$ cat config.mk
export PLATFORM = sky130hd
export DESIGN_NAME = slrd_ctrl
export DESIGN_NICKNAME = d
export VERILOG_FILES = /design/src/design/slrd_pkg.sv /design/src/design/slrd_ctrl.sv
export SDC_FILE = /design/constraint.sdc
export NUM_CORES = 1
export LEC_CHECK = 0
export BUFFER_PORTS_ARGS = -buffer_cell sky130_fd_sc_hd__buf_2
export CAP_MARGIN = 20
export CORE_AREA = 2 2 39 41
export DETAILED_ROUTE_END_ITERATION = 10
export DIE_AREA = 0 0 41 43
export PLACE_DENSITY_LB_ADDON = 0.05
export SKIP_CTS_REPAIR_TIMING = 1
export SYNTH_ARGS = -nofsm -noshare
export SYNTH_HDL_FRONTEND = slang
export SYNTH_SLANG_ARGS = --single-unit
$ cat constraint.sdc
create_clock -name clk_i -period 3 [get_ports clk_i]
set_input_delay 0 -clock clk_i [delete_from_list [all_inputs] [get_ports clk_i]]
set_output_delay 0 -clock clk_i [all_outputs]
set_load 0.01 [all_outputs]
$ cat src/design/slrd_pkg.sv
// slrd_pkg: shared constants, codes and item types of the serial link
// receive dispatcher; no dependencies
package slrd_pkg;

  // queue geometry
  localparam int unsigned QUEUE_DEPTH = 64;
  localparam int unsigned NUM_QUEUES  = 4;
  localparam int unsigned PTR_W       = $clog2(QUEUE_DEPTH);
  localparam int unsigned QIDX_W      = (NUM_QUEUES > 1) ? $clog2(NUM_QUEUES) : 1;
  localparam int unsigned MEM_DEPTH   = NUM_QUEUES * QUEUE_DEPTH;
  localparam int unsigned ADDR_W      = $clog2(MEM_DEPTH);
  localparam int unsigned CNT_W       = $clog2(QUEUE_DEPTH + 1);

  // item field widths
  localparam int unsigned WORD_W    = 24;
  localparam int unsigned CARD_W    = 3;
  localparam int unsigned CHAN_W    = 7;
  localparam int unsigned SEQ_W     = 8;
  localparam int unsigned CNT_OUT_W = 7;

  // link channels with a dedicated meaning
  localparam logic [CHAN_W-1:0] CHAN_IRQ   = 7'd0;
  localparam logic [CHAN_W-1:0] CHAN_REPLY = 7'd3;

  typedef enum logic [2:0] {
    OP_RX_WORD    = 3'd0,
    OP_STATUS     = 3'd1,
    OP_READ_START = 3'd2,
    OP_SEQ_START  = 3'd3,
    OP_DEQUEUE    = 3'd4
  } opcode_e;

  typedef enum logic [2:0] {
    EV_NONE     = 3'd0,
    EV_IRQ      = 3'd1,
    EV_REPLY    = 3'd2,
    EV_QUEUED   = 3'd3,
    EV_LOST     = 3'd4,
    EV_DEQUEUED = 3'd5,
    EV_REFUSED  = 3'd6
  } event_e;

  typedef enum logic [1:0] {
    RD_DONE     = 2'd0,
    RD_ACTIVE   = 2'd1,
    RD_PARERR   = 2'd2,
    RD_OVERFLOW = 2'd3
  } read_state_e;

  typedef enum logic [2:0] {
    SQ_DONE    = 3'd0,
    SQ_ACTIVE  = 3'd1,
    SQ_ABORTED = 3'd2,
    SQ_PARERR  = 3'd3,
    SQ_BUSERR  = 3'd4
  } seq_state_e;

  typedef struct packed {
    logic [2:0]        opcode;
    logic [WORD_W-1:0] rx_word;
    logic [CARD_W-1:0] card;
    logic              seq_complete;
    logic              seq_aborted;
    logic              parity_error;
    logic              bus_error;
    logic              rx_overflow;
    logic [SEQ_W-1:0]  seq_index;
  } in_item_t;

  typedef struct packed {
    logic [2:0]           event_code;
    logic [WORD_W-1:0]    word_out;
    logic [1:0]           read_state;
    logic [2:0]           seq_state;
    logic                 seq_changed;
    logic [SEQ_W-1:0]     seq_count;
    logic [CNT_OUT_W-1:0] queue_count;
  } out_item_t;

  // controller to datapath commands
  typedef struct packed {
    logic capture;
    logic exec;
    logic load;
  } ctrl_cmd_t;

endpackage

$ cat src/design/slrd_ctrl.sv
// slrd_ctrl: one-hot sequencer that steps each transaction through capture,
// execute and output load; depends on slrd_pkg
module slrd_ctrl (
  input  logic                clk_i,
  input  logic                rst_ni,
  input  logic                in_valid_i,
  output logic                in_ready_o,
  output logic                out_valid_o,
  input  logic                out_ready_i,
  output slrd_pkg::ctrl_cmd_t cmd_o
);

  typedef enum logic [2:0] {
    ST_IDLE = 3'b001,
    ST_EXEC = 3'b010,
    ST_LOAD = 3'b100
  } ctrl_state_e;

  ctrl_state_e state_q, state_d;
  logic        out_valid_q, out_valid_d;
  logic        slot_free;

  // output register can take a new result
  assign slot_free = !out_valid_q || out_ready_i;

  // next state and commands
  always_comb begin
    state_d       = state_q;
    cmd_o         = '0;
    in_ready_o    = 1'b0;
    unique case (state_q)
      ST_IDLE: begin
        in_ready_o    = 1'b1;
        cmd_o.capture = in_valid_i;
        if (in_valid_i) begin
          state_d = ST_EXEC;
        end
      end
      ST_EXEC: begin
        cmd_o.exec = 1'b1;
        state_d    = ST_LOAD;
      end
      ST_LOAD: begin
        if (slot_free) begin
          cmd_o.load = 1'b1;
          state_d    = ST_IDLE;
        end
      end
      default: begin
        state_d = ST_IDLE;
      end
    endcase
  end

  // output valid flag
  always_comb begin
    out_valid_d = out_valid_q;
    if (cmd_o.load) begin
      out_valid_d = 1'b1;
    end else if (out_ready_i) begin
      out_valid_d = 1'b0;
    end
  end

  always_ff @(posedge clk_i or negedge rst_ni) begin
    if (!rst_ni) begin
      state_q     <= ST_IDLE;
      out_valid_q <= 1'b0;
    end else begin
      state_q     <= state_d;
      out_valid_q <= out_valid_d;
    end
  end

  assign out_valid_o = out_valid_q;

  // an accepted transaction always goes to execute next
  a_accept_exec: assert property (@(posedge clk_i) disable iff (!rst_ni)
    (in_valid_i && in_ready_o) |=> (state_q == ST_EXEC))
    else $error("accepted transaction did not enter execute");

  // a load always presents a result on the next cycle
  a_load_valid: assert property (@(posedge clk_i) disable iff (!rst_ni)
    cmd_o.load |=> out_valid_q)
    else $error("loaded result not marked valid");

endmodule

## After elaboration in Yosys (flattened, before gate mapping)

Cells that the tools add are included.

| word-level totals | value |
|---|---|
| input bits | 4 |
| word-level logic and storage cells | 21 |
| register bits | 4 |
| output and inout bits | 5 |

| operators by class | value |
|---|---|
| equality and inequality tests | 5 |
| reductions and logical operators | 4 |
| muxes and demuxes | 10 |

Operators with widths:

| operator | count |
|---|---|
| one-hot mux 3 bit (3 select lines) | 1 |
| 2-to-1 mux 1 bit | 7 |
| 2-to-1 mux 3 bit | 2 |
| inequality test 2 bit (second input constant) | 2 |
| == test 3 x 1 -> 1 bit (second input constant) | 1 |
| == test 3 x 2 -> 1 bit (second input constant) | 1 |
| == test 3 bit (second input constant) | 1 |
| AND reduction 2 bit | 1 |
| nonzero test 2 bit | 1 |
| zero test 1 bit | 1 |
| logical OR 1 bit | 1 |

## Logic depth before layout (Yosys ltp)

Gate-level depths: netlist of run 1.

| depth | value |
|---|---|
| depth after elaboration | 5 |
| depth in mapped cells | 3 |
| depth with buffers taken out | 2 |

## Worst setup path after synthesis of run 1

OpenSTA, ideal clock, no wires.

| path | value |
|---|---|
| path type | reg2out |
| start point | register state_q[1] |
| end point | output cmd_o[0] (netlist name) |
| stages on the path, launching flop included | 4 |
| required time | 3,000 ps |
| path buffers | 1 |
| setup slack | 2,017 ps |
| arrival time | 983 ps |
| path through | dfrtp_1 -> or3b_1 -> a21oi_2 -> buf_4 |

RTL lines:

| what | RTL line | source |
|---|---|---|
| start, declared | slrd_ctrl.sv:19 | `ctrl_state_e state_q, state_d;` |
| start signal, assigned | slrd_ctrl.sv:70 | `state_q <= state_d;` |
| end, declared | slrd_ctrl.sv:10 | `output slrd_pkg::ctrl_cmd_t cmd_o` |

==> summary.md, run 1 <==
• status: finished clean
• Internal Pwr Total: 176 uW
• number of antenna cells inserted: 0
• count of max-cap constraint violations: 0
• GR Overflow Total: 0
• core footprint: 1380 um^2
• I/O Buffers: 8
• pin count of the biggest net entering global routing: 8
• Synth Cell Area: 229 um^2
• number of clock buffers inserted by TritonCTS: 3
• minimum period implied by the final worst setup slack: 1.32 ns
• power density of the placed cells: 819 nW/um^2
• number of DRC violations after detailed-routing iteration 0: 4
• crit-path cells: or3b_1, a21oi_2, buf_2
• actual slew at the worst max-slew pin: 0.295 ns
• Synth cell types: 13
• path class of the lowest-slack min-delay path: input pin to asynchronous set/reset pin
• Comb pwr share: 34.3%
• IO Pins: 9
• clock latency on the worst-skew pair: 0.24 ns
• switching component of the power: 86.4 uW
• gpl congestion: 0.669
• count of cells along the worst register-to-register path: 2
• count of pins over their slew limit: 0
• Synth-to-Final Area Change: 39.9%
• vertical extent of the die: 43 um
• Routed Wire Length: 503 um
• critical path peak fanout: 7
• Routed wire per std cell: 10.5 um
• count of endpoints failing setup in the final report: 0
• Initial Util: 16.5%
• Peak supply drop: 0.000285 V
• TritonCTS clock tree: built
• vias per inst: 3.79
• worst clock skew: 0.0108 ns
• DRC Markers: 0
• count of fill cells added during filler insertion: 152
• ratio of cells with drive above 1 in the final layout: 56.3%
• classification of the worst setup path: flop to output port
• initial antenna violation count: 0
• number of clock sinks seen by CTS: 4
• part of the power in the clock network: 27.8%
• total of flip-flops plus latches after synthesis: 4
• critical path capture point type: output port
• nets in the synthesized netlist: 24
• count of mapped cells out of synthesis: 20
• slowest library cell on the worst path: sky130_fd_sc_hd__dfrtp_1
• clock input transition at the sequential cells of the worst setup and hold paths: 0.04 ns
• number of H-tree levels: 1
• die area: 1760 um^2
• count of vias placed by the detailed router: 182
• clock root cell: sky130_fd_sc_hd__clkbuf_4
• Slowest Stage Delay on Critical Path: 0.44 ns
• static power due to leakage: 0.152 nW
• Final Hold Fails: 0
• switching power share of the total: 32.9%
• proportion of synthesized chip area in sequential cells: 44.3%
• first-pass GRT wire length: 779 um
• Max-slew headroom: 80.3%
• vias in the first global route: 174
• drt first pass iters: 2
• unrepaired setup endpoints after global routing: false
• most used cells in the layout excluding fill and tap cells: sky130_fd_sc_hd__buf_2 (8), sky130_fd_sc_hd__inv_1 (3), sky130_fd_sc_hd__and4bb_2 (3), sky130_fd_sc_hd__clkbuf_4 (3), sky130_fd_sc_hd__dfrtp_1 (3)
• die width: 41 um
• largest buffer count on any clock path: 2
• total global routing track utilization: 7.65%
• final cycle utilization of the critical path: 44.1%
• required time reported for the critical path endpoint: 3.00 ns
• arrival time at the worst endpoint: 1.32 ns
• Routed Antenna Nets: 0
• Ys Warns: 0
• Power, Total: 262 uW
• FP Rows: 14
• Mapped Avg Cell Area: 11.4 um^2
• final net count: 37
• sequential share of power: 37.9%
• startpoint class of the critical path: flop
• most frequent standard cell in the layout excluding fill and tap cells: sky130_fd_sc_hd__buf_2
• timing-limited maximum frequency: 0.756 GHz
• setup TNS: 0 ns
cells by family (layout without fill, tap and decap cells):
kind of cell	count (synthesis)	count (layout)	share of synthesized area [%]
flops	4	4	44.3
simple gates	7	7	29.5
compound gates	4	4	14.8
buf+inv	5	17	11.5
path summary, 6_finish.rpt:
path / from / end / slack (ns)
setup / recovery: state_q[2] / cmd_o[0] / 1.68
hold / removal: rst_ni / out_valid_o / 0.09
setup reg to reg: state_q[2] / state_q[0] / 1.97
hold reg to reg: state_q[0] / state_q[0] / 0.56
max in group asynchronous: rst_ni / state_q[0] / 2.69
min in group clk_i: in_valid_i / state_q[1] / 0.09
sequential cells by signal (all words and copies together) (netlist names):
register	cells
out_valid_o	1
state_q	3
final cells by class:
type | instances | area (um^2) | share of cell area, %
clock buffer | 4 | 26.3 | 8.20
tap | 16 | 20.0 | 6.25
sequential | 4 | 101 | 31.6
inverter | 3 | 11.3 | 3.52
multi-input combinational | 11 | 101 | 31.6
timing repair buffer | 10 | 60.1 | 18.8
cells in the mapped netlist:
cell type | n | share of area (%)
sky130_fd_sc_hd__dfrtp_1 | 3 | 33
sky130_fd_sc_hd__nor3b_1 | 1 | 3.3
sky130_fd_sc_hd__o21ai_0 | 1 | 2.2
sky130_fd_sc_hd__buf_4 | 2 | 6.6
sky130_fd_sc_hd__or3b_1 | 1 | 3.8
sky130_fd_sc_hd__inv_1 | 3 | 4.9
sky130_fd_sc_hd__dfstp_2 | 1 | 11
sky130_fd_sc_hd__and4bb_2 | 3 | 16
sky130_fd_sc_hd__a21oi_2 | 1 | 3.8
sky130_fd_sc_hd__nor3_1 | 1 | 2.2
sky130_fd_sc_hd__and2b_2 | 1 | 3.8
sky130_fd_sc_hd__a211oi_2 | 1 | 5.5
sky130_fd_sc_hd__o21a_1 | 1 | 3.3
critical path, delay by kind of cell (launching register included):
kind	cells	cell delay, ns
flip-flops	1	0.44
AND/OR/NAND/NOR	1	0.41
buffers and inverters	1	0.13
AO/OA/AOI/OAI	1	0.11
layer usage:
layer  vias to the layer above  part of all wire (%)  global-route usage (%)
li1                         93                     -                       -
met1                        80                    49                    8.74
met2                         9                    42                    8.75
met3                         0                   8.5                    9.42
met4                         0                     0                    2.00
met5                         -                     0                       0
per-stage QoR:
stage / util (%) / hold slack (ns) / cells / instance area, um^2 / setup slack, ns
6_report: 23.1 / 0.0908 / 48 / 320 / 1.68
2_1_floorplan: - / -0.296 / 20 / 229 / 2.02
3_3_place_gp: 19.8 / -0.194 / 42 / 274 / 1.93
4_1_cts: 21.7 / -0.448 / 46 / 300 / 1.66
3_5_place_dp: 19.8 / -0.190 / 42 / 274 / 1.93
5_1_grt: 23.1 / 0.0838 / 48 / 320 / 1.59
power groups by stage:
stage | combinational [mW] | clock, mW | sequential [mW]
after floorplan | 0.0669 | 0 | 0.0930
after global placement | 0.0921 | 0 | 0.103
final | 0.0901 | 0.0729 | 0.0994
after global routing | 0.0999 | 0.0853 | 0.104
after detailed placement | 0.0904 | 0 | 0.100
after CTS | 0.0910 | 0.0769 | 0.100
No activity file was read; power rests on OpenSTA's default activity.
==> run 2, diff against run 1 <==
Settings changed: ABC_AREA from default to 1.
Clock period 3 ns to 1.2 ns, I/O delays scaled along.
==> summary.md, run 2 <==
• die area: 1760 um^2
• Routed wire per std cell: 7.19 um
• I/O Buffers: 8
• share of the core filled with cells: 21.6%
• ratio of cells with drive above 1 in the final layout: 50.0%
• TritonCTS clock tree: built
• vias per inst: 3.63
• number of synthesized flops with an enable pin: 0
• setup TNS: 0 ns
• Routed Antenna Nets: 0
• FP Rows: 14
• Detailed Place HPWL: 322 um
• Internal Pwr Total: 446 uW
• most used cells in the layout excluding fill and tap cells: sky130_fd_sc_hd__buf_2 (7), sky130_fd_sc_hd__nor2_1 (4)
• Peak supply drop: 0.000515 V
• switching component of the power: 264 uW
• commonest cells in the netlist: sky130_fd_sc_hd__nor2_1 (5), sky130_fd_sc_hd__inv_1 (4), sky130_fd_sc_hd__dfrtp_1 (3), sky130_fd_sc_hd__nand2_1 (3), sky130_fd_sc_hd__nand3_1 (3)
• unrepaired setup endpoints after global routing: true
• clock input transition at the sequential cells of the worst setup and hold paths: 0.04 ns
• final net count: 43
• vias in the first global route: 179
• critical path peak fanout: 4
• total of flip-flops plus latches after synthesis: 4
• Synth cell types: 12
• final cycle utilization of the critical path: 97.9%
• critical path capture point type: output port
• final cell count without fillers: 54
• die width: 41 um
• IO Pins: 9
• count of vias placed by the detailed router: 196
• power density of the placed cells: 2380 nW/um^2
• number of clock buffers inserted by TritonCTS: 3
• Mapped Avg Cell Area: 7.74 um^2
• count of max-cap constraint violations: 0
• first-pass GRT wire length: 621 um
• Async S/R FF share, synth: 100%
• Reg with most FFs: state_q
• count of mapped cells out of synthesis: 27
• part of the power in the clock network: 25.9%
• pin count of the biggest net entering global routing: 5
• static power due to leakage: 0.172 nW
• worst clock skew: 0.00717 ns
• violated checks: negative hold slack
• Comb pwr share: 42.5%
• Max-slew headroom: 90.5%
• Initial Util: 15.1%
• startpoint class of the critical path: flop
• post-placement cell count: 49
• Synth-to-Final Area Change: 43.1%
• number of clock sinks seen by CTS: 4
• Synth area leaders: sky130_fd_sc_hd__dfrtp_1 (36%), sky130_fd_sc_hd__dfstp_2 (13%), sky130_fd_sc_hd__nor2_1 (9.0%)
• total global routing track utilization: 5.85%
• most used flip-flop cell after synthesis: sky130_fd_sc_hd__dfrtp_1
• beginning of the worst hold path: out_ready_i
• status: finished with violations
• count of endpoints failing setup in the final report: 0
• Final Hold Fails: 2
• source of the critical timing path: state_q[0]
• most common cell in the synthesized netlist: sky130_fd_sc_hd__nor2_1
• largest buffer count on any clock path: 2
• count of fill cells added during filler insertion: 167
• Ys Warns: 0
• final hold slack: -0.0169 ns
• Routed Wire Length: 388 um
• minimum period implied by the final worst setup slack: 1.18 ns
• nets in the synthesized netlist: 31
• switching power share of the total: 37.2%
• initial antenna violation count: 0
• count of pins over their slew limit: 0
• most frequent standard cell in the layout excluding fill and tap cells: sky130_fd_sc_hd__buf_2
• number of H-tree levels: 1
• Power, Total: 710 uW
• DRC Markers: 0
• biggest area consumer among synthesized cells: sky130_fd_sc_hd__dfrtp_1
• clock root cell: sky130_fd_sc_hd__clkbuf_4
• drt first pass iters: 2
• GR Overflow Total: 0
• gpl congestion: 0.558
• clock latency on the worst-skew pair: 0.24 ns
• top cell type's share of synthesized area: 35.9%
• number of antenna cells inserted: 0
• Crit Reg-Reg Startpoint: state_q[0]
• proportion of synthesized chip area in sequential cells: 48.5%
• flip-flop count of the largest register after layout: 3
• timing-limited maximum frequency: 0.851 GHz
• sequential share of power: 31.6%
• required time reported for the critical path endpoint: 1.20 ns
• Synth Cell Area: 209 um^2
• actual slew at the worst max-slew pin: 0.141 ns
• vertical extent of the die: 43 um
• arrival time at the worst endpoint: 1.18 ns
• core footprint: 1380 um^2
• classification of the worst setup path: flop to output port
• number of DRC violations after detailed-routing iteration 0: 1
• path class of the lowest-slack min-delay path: input pin to flop
[run 2: changes by cell type in the layout (fill, tap and decap cells not counted), moves of 2 or more]
| cell | before | now |
|---|---|---|
| sky130_fd_sc_hd__nand2_1 | 0 | 3 |
| sky130_fd_sc_hd__and4bb_2 | 3 | 0 |
| sky130_fd_sc_hd__nor2_1 | 0 | 4 |
| sky130_fd_sc_hd__nand3_1 | 0 | 3 |
| sky130_fd_sc_hd__inv_2 | 0 | 2 |
| sky130_fd_sc_hd__nor2_2 | 0 | 2 |
| sky130_fd_sc_hd__nand2_2 | 0 | 2 |
[run 2: final timing paths]
| check | end | depth (start not counted) | slack [ns] |
|---|---|---|---|
| max in group asynchronous | state_q[0] | 2 | 0.90 |
| hold reg to reg | out_valid_o | 2 | 0.54 |
| hold / removal | out_valid_o | 2 | -0.02 |
| setup / recovery | cmd_o[2] | 5 | 0.02 |
| setup reg to reg | state_q[0] | 6 | 0.24 |
| min in group asynchronous | state_q[1] | 2 | 0.09 |
[run 2: per-layer routing]
| layer | share of wire [%] | global-route usage [%] | wire length, um |
|---|---|---|---|
| met1 | 42 | 6.21 | 162 |
| met4 | 0 | 4.00 | 0 |
| met3 | 5.7 | 4.71 | 22 |
| met2 | 52 | 7.50 | 203 |
| met5 | 0 | 0 | 0 |
[run 2: through the flow]
stage                     hold WS (ns)  worst slack [ns]  instance area, um^2
final                          -0.0169            0.0249                  299
after CTS                       -0.449           -0.0266                  280
after global placement          -0.190             0.223                  254
after floorplan                 -0.296             0.277                  209
after global routing            0.0108           -0.0517                  299
after detailed placement        -0.191             0.230                  254
[run 2: power by group through the flow]
stage	clock [mW]	sequential (mW)	combinational (mW)
3_5_place_dp	0	0.224	0.268
4_1_cts	0.195	0.222	0.271
5_1_grt	0.198	0.233	0.341
3_3_place_gp	0	0.225	0.273
2_1_floorplan	0	0.221	0.198
6_report	0.184	0.224	0.302
[run 2: cell families (layout without fill, tap and decap cells)]
family          count (synthesis)  count (layout)  synth area share [%]
simple gates                   14              14                  30.5
buf+inv                         8              19                  18.6
flops                           4               4                  48.5
compound gates                  1               1                  2.39
[run 2: final cells by class]
type / instances / area (um^2) / share of cell area, %
inverters: 6 / 23.8 / 7.95
flip-flops and latches: 4 / 101 / 33.9
multi-input cells: 15 / 71.3 / 23.8
repair buffers: 9 / 56.3 / 18.8
well taps: 16 / 20.0 / 6.69
clock buffers: 4 / 26.3 / 8.79
[run 2: critical path, cell delays in order (launching register included)]
cell,delay [ns]
sky130_fd_sc_hd__dfstp_2,0.53
sky130_fd_sc_hd__inv_2,0.04
sky130_fd_sc_hd__nor2_2,0.08
sky130_fd_sc_hd__nand2_2,0.09
sky130_fd_sc_hd__nor2_2,0.08
sky130_fd_sc_hd__buf_2,0.13
==> run 3, diff against run 2 <==
Settings changed: ABC_AREA 1 to 0.
==> summary.md, run 3 (synthesized netlist as in run 1, its figures left out) <==
• status: finished with violations
• violated checks: negative setup slack
• Final Hold Fails: 0
• vias in the first global route: 180
• minimum period implied by the final worst setup slack: 1.28 ns
• final cycle utilization of the critical path: 107%
• static power due to leakage: 0.158 nW
• cell area after layout: 339 um^2
• count of vias placed by the detailed router: 198
• die width: 41 um
• Reg with most FFs: state_q
• startpoint class of the critical path: flop
• DRC Markers: 0
• IO Pins: 9
• Routed wire per std cell: 10.8 um
• FF+latch area: 104 um^2
• clock latency on the worst-skew pair: 0.24 ns
• ratio of cells with drive above 1 in the final layout: 66.7%
• pin count of the biggest net entering global routing: 8
• count of max-cap constraint violations: 0
• final net count: 38
• core footprint: 1380 um^2
• arrival time at the worst endpoint: 1.28 ns
• Routed Antenna Nets: 0
• most frequent standard cell in the layout excluding fill and tap cells: sky130_fd_sc_hd__buf_2
• final cell count without fillers: 49
• Peak supply drop: 0.000745 V
• required time reported for the critical path endpoint: 1.20 ns
• number of antenna cells inserted: 0
• flip-flop count of the largest register after layout: 3
• initial antenna violation count: 0
• post-placement cell count: 42
• power density of the placed cells: 2090 nW/um^2
• gpl congestion: 0.621
• actual slew at the worst max-slew pin: 0.337 ns
• Detailed Place HPWL: 413 um
• vias per inst: 4.04
• Bufs and invs on worst path: 1
• critical path capture point type: output port
• slack of the critical path: -0.0824 ns
• most used cells in the layout excluding fill and tap cells: sky130_fd_sc_hd__buf_2 (7), sky130_fd_sc_hd__inv_1 (3), sky130_fd_sc_hd__and4bb_2 (3), sky130_fd_sc_hd__clkbuf_4 (3)
• multi-input gate area in the final layout: 104 um^2
• number of DRC violations after detailed-routing iteration 0: 5
• clock input transition at the sequential cells of the worst setup and hold paths: 0.05 ns
• die area: 1760 um^2
• count of cells along the worst register-to-register path: 3
• count of fill cells added during filler insertion: 155
• vertical extent of the die: 43 um
• slowest library cell on the worst path: sky130_fd_sc_hd__dfrtp_2
• classification of the worst setup path: flop to output port
• unrepaired setup endpoints after global routing: true
• critical path peak fanout: 7
• drt first pass iters: 2
• GR Overflow Total: 0
• crit-path cells: or3b_4, a21oi_2, buf_2
• Initial Util: 16.5%
• number of H-tree levels: 1
• Max-slew headroom: 77.5%
• FP Rows: 14
• Slowest Stage Delay on Critical Path: 0.43 ns
• cell family with the largest share of critical-path delay: flip-flops
• timing-limited maximum frequency: 0.780 GHz
• worst clock skew: 0.0110 ns
• clock root cell: sky130_fd_sc_hd__clkbuf_4
• total global routing track utilization: 7.44%
• Synth-to-Final Area Change: 48.1%
• number of clock sinks seen by CTS: 4
• Routed Wire Length: 527 um
• number of clock buffers inserted by TritonCTS: 3
• path class of the lowest-slack min-delay path: input pin to asynchronous set/reset pin
• Worst path depth: 3
• count of endpoints failing setup in the final report: 2
• largest buffer count on any clock path: 2
• Power, Total: 710 uW
• final hold slack: 0.0886 ns
• I/O Buffers: 8
• count of pins over their slew limit: 0
• first-pass GRT wire length: 779 um
• TritonCTS clock tree: built
• placed cell area: 274 um^2
[run 3: changes by cell type in the layout (fill, tap and decap cells not counted), moves of 3 or more]
| cell | delta |
|---|---|
| sky130_fd_sc_hd__nor2_1 | -4 |
| sky130_fd_sc_hd__and4bb_2 | +3 |
| sky130_fd_sc_hd__nand2_1 | -3 |
| sky130_fd_sc_hd__nand3_1 | -3 |
[run 3: metal layers]
metal	track usage [%]	routed length [um]	vias to the layer above
met3	7.85	46	0
met5	0	0	-
li1	-	-	95
met4	2.00	0	0
met1	8.41	250	92
met2	9.38	230	11
[run 3: final cells by class]
| cell class | instances | share of cell area (%) |
|---|---|---|
| Sequential cell | 4 | 30.6 |
| Multi-Input combinational cell | 11 | 30.6 |
| Timing Repair Buffer | 11 | 21.8 |
| Clock buffer | 4 | 7.75 |
| Tap cell | 16 | 5.90 |
| Inverter | 3 | 3.32 |
[run 3: metrics by stage]
stage | TNS (ns) | util, % | worst slack, ns
detailed placement | 0 | 19.8 | 0.135
floorplan | 0 | - | 0.217
global placement | 0 | 19.8 | 0.145
global route | -0.371 | 24.5 | -0.140
CTS | -0.196 | 21.7 | -0.134
finish | -0.0854 | 24.5 | -0.0824
[run 3: worst paths after layout]
kind,end,slack (ns),start
setup / recovery,cmd_o[0],-0.08,state_q[1]
hold / removal,out_valid_o,0.09,rst_ni
setup reg to reg,state_q[0],0.13,state_q[2]
hold reg to reg,state_q[0],0.57,state_q[0]
max in group asynchronous,state_q[0],0.89,rst_ni
min in group clk_i,state_q[1],0.11,in_valid_i
[run 3: power by group]
| part | internal, mW | total, mW | switching (mW) |
|---|---|---|---|
| logic | 0.157 | 0.268 | 0.112 |
| clock network | 0.125 | 0.190 | 0.0642 |
| registers | 0.195 | 0.253 | 0.0573 |
| total | 0.477 | 0.710 | 0.233 |
[run 3: worst register-to-register path, cell delays in order (launching register included)]
cell,delay (ns)
sky130_fd_sc_hd__dfrtp_2,0.40
sky130_fd_sc_hd__and4bb_2,0.27
sky130_fd_sc_hd__buf_4,0.13
sky130_fd_sc_hd__a211oi_2,0.18
